**config.mk**
```make
export PLATFORM = sky130hd
export DESIGN_NAME = lzhc_front
export DESIGN_NICKNAME = d
export VERILOG_FILES = /design/src/rtl/lzhc_pkg.sv /design/src/rtl/lzhc_front.sv
export SDC_FILE = /design/constraint.sdc
export NUM_CORES = 1
export LEC_CHECK = 0
export ABC_AREA = 1
export ABC_CLOCK_PERIOD_IN_PS = 10100
export BUFFER_PORTS_ARGS = -buffer_cell sky130_fd_sc_hd__buf_2
export CAP_MARGIN = 25
export CORE_MARGIN = 2
export CORE_UTILIZATION = 57
export CTS_BUF_LIST = sky130_fd_sc_hd__clkbuf_4 sky130_fd_sc_hd__clkbuf_8 sky130_fd_sc_hd__clkbuf_16
export CTS_CLUSTER_SIZE = 12
export DETAILED_ROUTE_END_ITERATION = 12
export PLACE_DENSITY = 0.83
export SLEW_MARGIN = 20
export SYNTH_ARGS = -nofsm -noshare
export SYNTH_HDL_FRONTEND = slang
export SYNTH_SLANG_ARGS = --single-unit
```
**constraint.sdc**
```tcl
create_clock -name clk -period 10.1 [get_ports clk]
set_input_delay 1.01 -clock clk [delete_from_list [all_inputs] [get_ports clk]]
set_output_delay 1.01 -clock clk [all_outputs]
set_load 0.02 [all_outputs]
```
**src/rtl/lzhc_pkg.sv**
```systemverilog
// shared types and codes for the hash chain match finder
// no dependencies
`timescale 1ns / 1ps
package lzhc_pkg;

  localparam int unsigned POS_W   = 24;
  localparam int unsigned CHAIN_W = 12;
  localparam int unsigned OUT_LEN_W = 9;

  localparam logic [1:0] ACT_LOAD   = 2'd0;
  localparam logic [1:0] ACT_INSERT = 2'd1;
  localparam logic [1:0] ACT_FIND   = 2'd2;
  localparam logic [1:0] ACT_NOP    = 2'd3;

  typedef enum logic [1:0] {
    OP_LOAD,
    OP_INSERT,
    OP_FIND
  } op_t;

  typedef struct packed {
    op_t                op;
    logic [7:0]         byte_value;
    logic [POS_W-1:0]   position;
    logic [CHAIN_W-1:0] chain_limit;
    logic [POS_W-1:0]   encoder_pos;
  } item_t;

  typedef struct packed {
    logic pop;
    logic clearing;
  } back_status_t;

endpackage

```
**src/rtl/lzhc_front.sv**
```systemverilog
// front end: takes commands, drops unknown actions, queues the rest
// depends on lzhc_pkg
`timescale 1ns / 1ps
module lzhc_front (
  input  logic                         clk,
  input  logic                         rst_n,
  input  logic                         start,
  output logic                         busy,
  input  logic [1:0]                   in_action,
  input  logic [7:0]                   in_byte_value,
  input  logic [23:0]                  in_position,
  input  logic [11:0]                  in_chain_limit,
  input  logic [23:0]                  in_encoder_pos,
  input  lzhc_pkg::back_status_t       back_st,
  output logic                         q_valid,
  output lzhc_pkg::item_t              q_item
);
  import lzhc_pkg::*;

  item_t      q_r [2];
  logic       wr_ptr_r;
  logic       rd_ptr_r;
  logic [1:0] count_r;
  logic       accept;
  logic       push;
  logic       pop;
  item_t      item;

  assign busy    = back_st.clearing || (count_r == 2'd2);
  assign accept  = start && !busy;
  assign q_valid = (count_r != 2'd0);
  assign q_item  = q_r[rd_ptr_r];
  assign pop     = back_st.pop && q_valid;

  always_comb begin
    item.byte_value  = in_byte_value;
    item.position    = in_position;
    item.chain_limit = in_chain_limit;
    item.encoder_pos = in_encoder_pos;
    push             = accept;
    case (in_action)
      ACT_LOAD:   item.op = OP_LOAD;
      ACT_INSERT: item.op = OP_INSERT;
      ACT_FIND:   item.op = OP_FIND;
      default: begin
        item.op = OP_LOAD;
        push    = 1'b0;
      end
    endcase
  end

  always_ff @(posedge clk) begin
    if (!rst_n) begin
      wr_ptr_r <= 1'b0;
      rd_ptr_r <= 1'b0;
      count_r  <= 2'd0;
    end else begin
      if (push) begin
        q_r[wr_ptr_r] <= item;
        wr_ptr_r      <= !wr_ptr_r;
      end
      if (pop) begin
        rd_ptr_r <= !rd_ptr_r;
      end
      count_r <= count_r + {1'b0, push} - {1'b0, pop};
    end
  end

endmodule

```
==> results.md <==
- The top-level port count is 147.
- The number of instances in the synthesized netlist is 267.
- Clock tree synthesis selected as its root buffer the cell clkbuf_8.
- In this run the remaining antenna-violating nets after routing total 0.
- The wire length of the first global-routing pass is 15,200 um.
- The worst max-slew margin expressed relative to the limit is 0.465.
- Max-cap violations in this run came to 0.
- The floorplan has 36 rows.
- After clock tree synthesis, the repair step resized 0 gates.
- The detailed router put a total of 3720 um of wire on met1.
- TritonCTS built the clock tree.
- The clock net in this run drives a total of 145 sinks.
- Setup total negative slack on the finished layout was measured at 0 ps.
- The number of global-route vias before repair is 3,050.
- The effective utilization at floorplan is 0.586.
- In this run, synthesis produced a sequential element count of 145.
- The fmax is 0.289 GHz.
- The setup skew after layout is 7.62 ps.
- The reg-to-reg setup timing slack is 7820 ps.
- The net count of the mapped netlist is 344.
- Summing every instance area after synthesis gives 5700 um^2.
- The share of final-layout standard cells stronger than drive strength 1 is 0.577.
- Of the synthesized area, sequential elements account for 0.755.
- The critical path launch point type is a register.
- The worst register-to-register path ends at q_r[1][29].
- The ratio of final minimum period to clock period is 0.342.
- Timing analysis after detailed placement gives a worst setup slack of 7090 ps.
- During placement, the flow inserted port buffers numbering 146.
- Compared with the post-synthesis result, the final layout area differs by 23.1%.
- In the post-route analysis, the smallest setup slack over all paths is 6640 ps.
- The final hold slack is 517 ps.
- After routing the design area is 7020 um^2.
- STA classifies the critical path endpoint as a primary output.
- The sum of met3 wire segment lengths after detailed routing is 613 um.
- The worst path needs 3460 ps of the cycle, external delays included.
- The area of placed instances is 6480 um^2.
- The largest stage delay on the critical path is 730 ps.
- Dividing the detail-routed via count by the number of cells gives 4.99.
- The die is 104 um tall.
- The total of endpoints with negative setup slack in the final report is 0.
- Clock-pin slew was measured on the worst setup and hold paths at 60 ps.
- Entering global routing, the biggest net connects 56 pins.
- The most frequent standard cell in the layout excluding fill and tap cells is buf_2.
- The detailed-routed wire length on met2 is 5190 um.
- Averaged over all synthesized cells, the footprint is 21.3 um^2.
- The final layout contains routed wiring with a total length of 9610 um.
- Summed over all nets, the half-perimeter wirelength after detailed placement is 6550 um.
- The routed length per placed instance is 16.8 um.
- In the layout the commonest cells are buf_2 (146), edfxtp_1 (140), mux2_4 (70).
- The worst setup path endpoint is q_item[27].
- The number of diodes is 0.
- The area of the core is 9730 um^2.
- The number of placed instances, taps included, is 541.
- After the first detailed-routing iteration, the DRC count stood at 132.
- The longest clock path from root to sink contains 2 buffers.
- The non-filler instance count after layout is 573.
- Setup repair after global routing left no endpoint under its margin.
- The total overflow left after global routing is 0.
- Summed over all cells, the static leakage comes to 2.80 nW.
- The H-tree was split into 4 levels.
- By startpoint and endpoint, the worst setup path is classified as register to primary output.
- Before antenna repair, the detailed router went through 4 iterations.
- The number of buffers inserted for hold repair after clock tree synthesis is 0.
- At the pin with the least slew margin, the transition time is 802 ps.
- The highest signal layer in the routed design is met5.
- After detailed routing, the number of remaining DRC violations is 0.
- For this design, the slowest cell found on the critical path is buf_4.
- In the global route stage, overall resource usage came out at 0.185.
- Along the worst path, the maximum fanout reaches 45.
- The die outline area is 10,800 um^2.
- The count of cell types in the netlist is 12.
- During synthesis, Yosys emitted a total of 0 warnings.
- Measured along the x axis, the die boundary spans 104 um.
- The number of nets in the layout is 504.
- Power spread over the standard cell area amounts to 228 nW/um^2.
- Data on the critical path arrives at its endpoint at 2450 ps.
- For the worst setup path, the data required time is 9090 ps.
- The count of final hold-check violations is 0.
- The number of pins with negative max-slew slack in the final report is 0.
- Traced cell by cell, the critical path runs through buf_4, mux2_4, buf_2.
- The worst-case IR drop observed on VDD is 129 uV.
- The routability congestion estimate is 0.754.
- The flow ran to the end, and the final reports show no timing, DRC or antenna violations.
- The number of CTS-inserted buffers is 17.
- In this run the post-CTS setup repair buffer count came out at 0.
- The number of antenna violations at the first check in global routing is 2.
- The number of vias after detailed routing is 2,861.
- The number of cells on the worst reg-to-reg path is 5.
- The worst min-delay path category is register to register.
- The startpoint identified for the worst register-to-register timing path is count_r[0].
- The clock insertion delay at the later pin of the skew report is 500 ps.
-- worst min-delay path by stage --
stage	startpoint	end	slack, ps	cells after the start
finish	rd_ptr_r	register	520	2
global route	rd_ptr_r	register	550	2
CTS	rd_ptr_r	register	520	2
detailed placement	rd_ptr_r	register	500	2
global placement	rd_ptr_r	rd_ptr_r	490	2
floorplan	rd_ptr_r	register	470	2
-- per-stage QoR --
stage	total power, mW	utilization
2_1_floorplan	1.00	-
3_3_place_gp	1.05	0.666
3_5_place_dp	1.06	0.666
4_1_cts	1.62	0.721
5_1_grt	1.67	0.721
6_report	1.60	0.721
-- worst max-delay path, delay by kind of cell, from the launching register on --
| family | cells | cell delay (ps) |
|---|---|---|
| buf+inv | 2 | 900 |
| flops | 1 | 660 |
| mux | 1 | 350 |
-- layout make-up --
class	count	area [um^2]
flip-flops and latches	145	4310
fillers	616	2710
multi-input cells	101	1200
repair buffers	149	753
clock buffers	17	414
well taps	133	166
clock inverters	15	125
inverters	13	48.8
-- registers in the layout (all words and copies together), names as in the netlist, named ones only --
name      count
count_r       2
q_r         140
rd_ptr_r      1
wr_ptr_r      1
-- cells in the mapped netlist (all sizes together) --
| library cell | n | area, um^2 |
|---|---|---|
| edfxtp | 140 | 4200 |
| a21oi | 2 | 10.0 |
| buf | 8 | 151 |
| dfxtp | 5 | 100 |
| ha | 2 | 25.0 |
| nor2 | 10 | 37.5 |
| nand2 | 13 | 48.8 |
| o21bai | 1 | 7.51 |
| inv | 13 | 48.8 |
| nand3 | 3 | 15.0 |
| mux2 | 70 | 1050 |
-- layer usage --
layer | global-route usage | vias up
met3 | 0.0758 | 8
met5 | 0 | -
li1 | - | 1345
met2 | 0.328 | 98
met4 | 0.0550 | 4
met1 | 0.203 | 1406
-- kinds of logic after synthesis --
group                      share of synthesized area
buffers and inverters                         0.0351
adders and majority gates                    0.00439
DFF                                            0.755
and+or+nand+nor                               0.0178
muxes                                          0.184
AOI/OAI and AO/OA                            0.00307
-- power breakdown --
part,switching (mW),internal (mW),total (mW)
registers,0.0250,0.687,0.712
logic,0.174,0.160,0.335
clock network,0.248,0.308,0.556
Note: power is estimated with default switching activity, not from simulation.
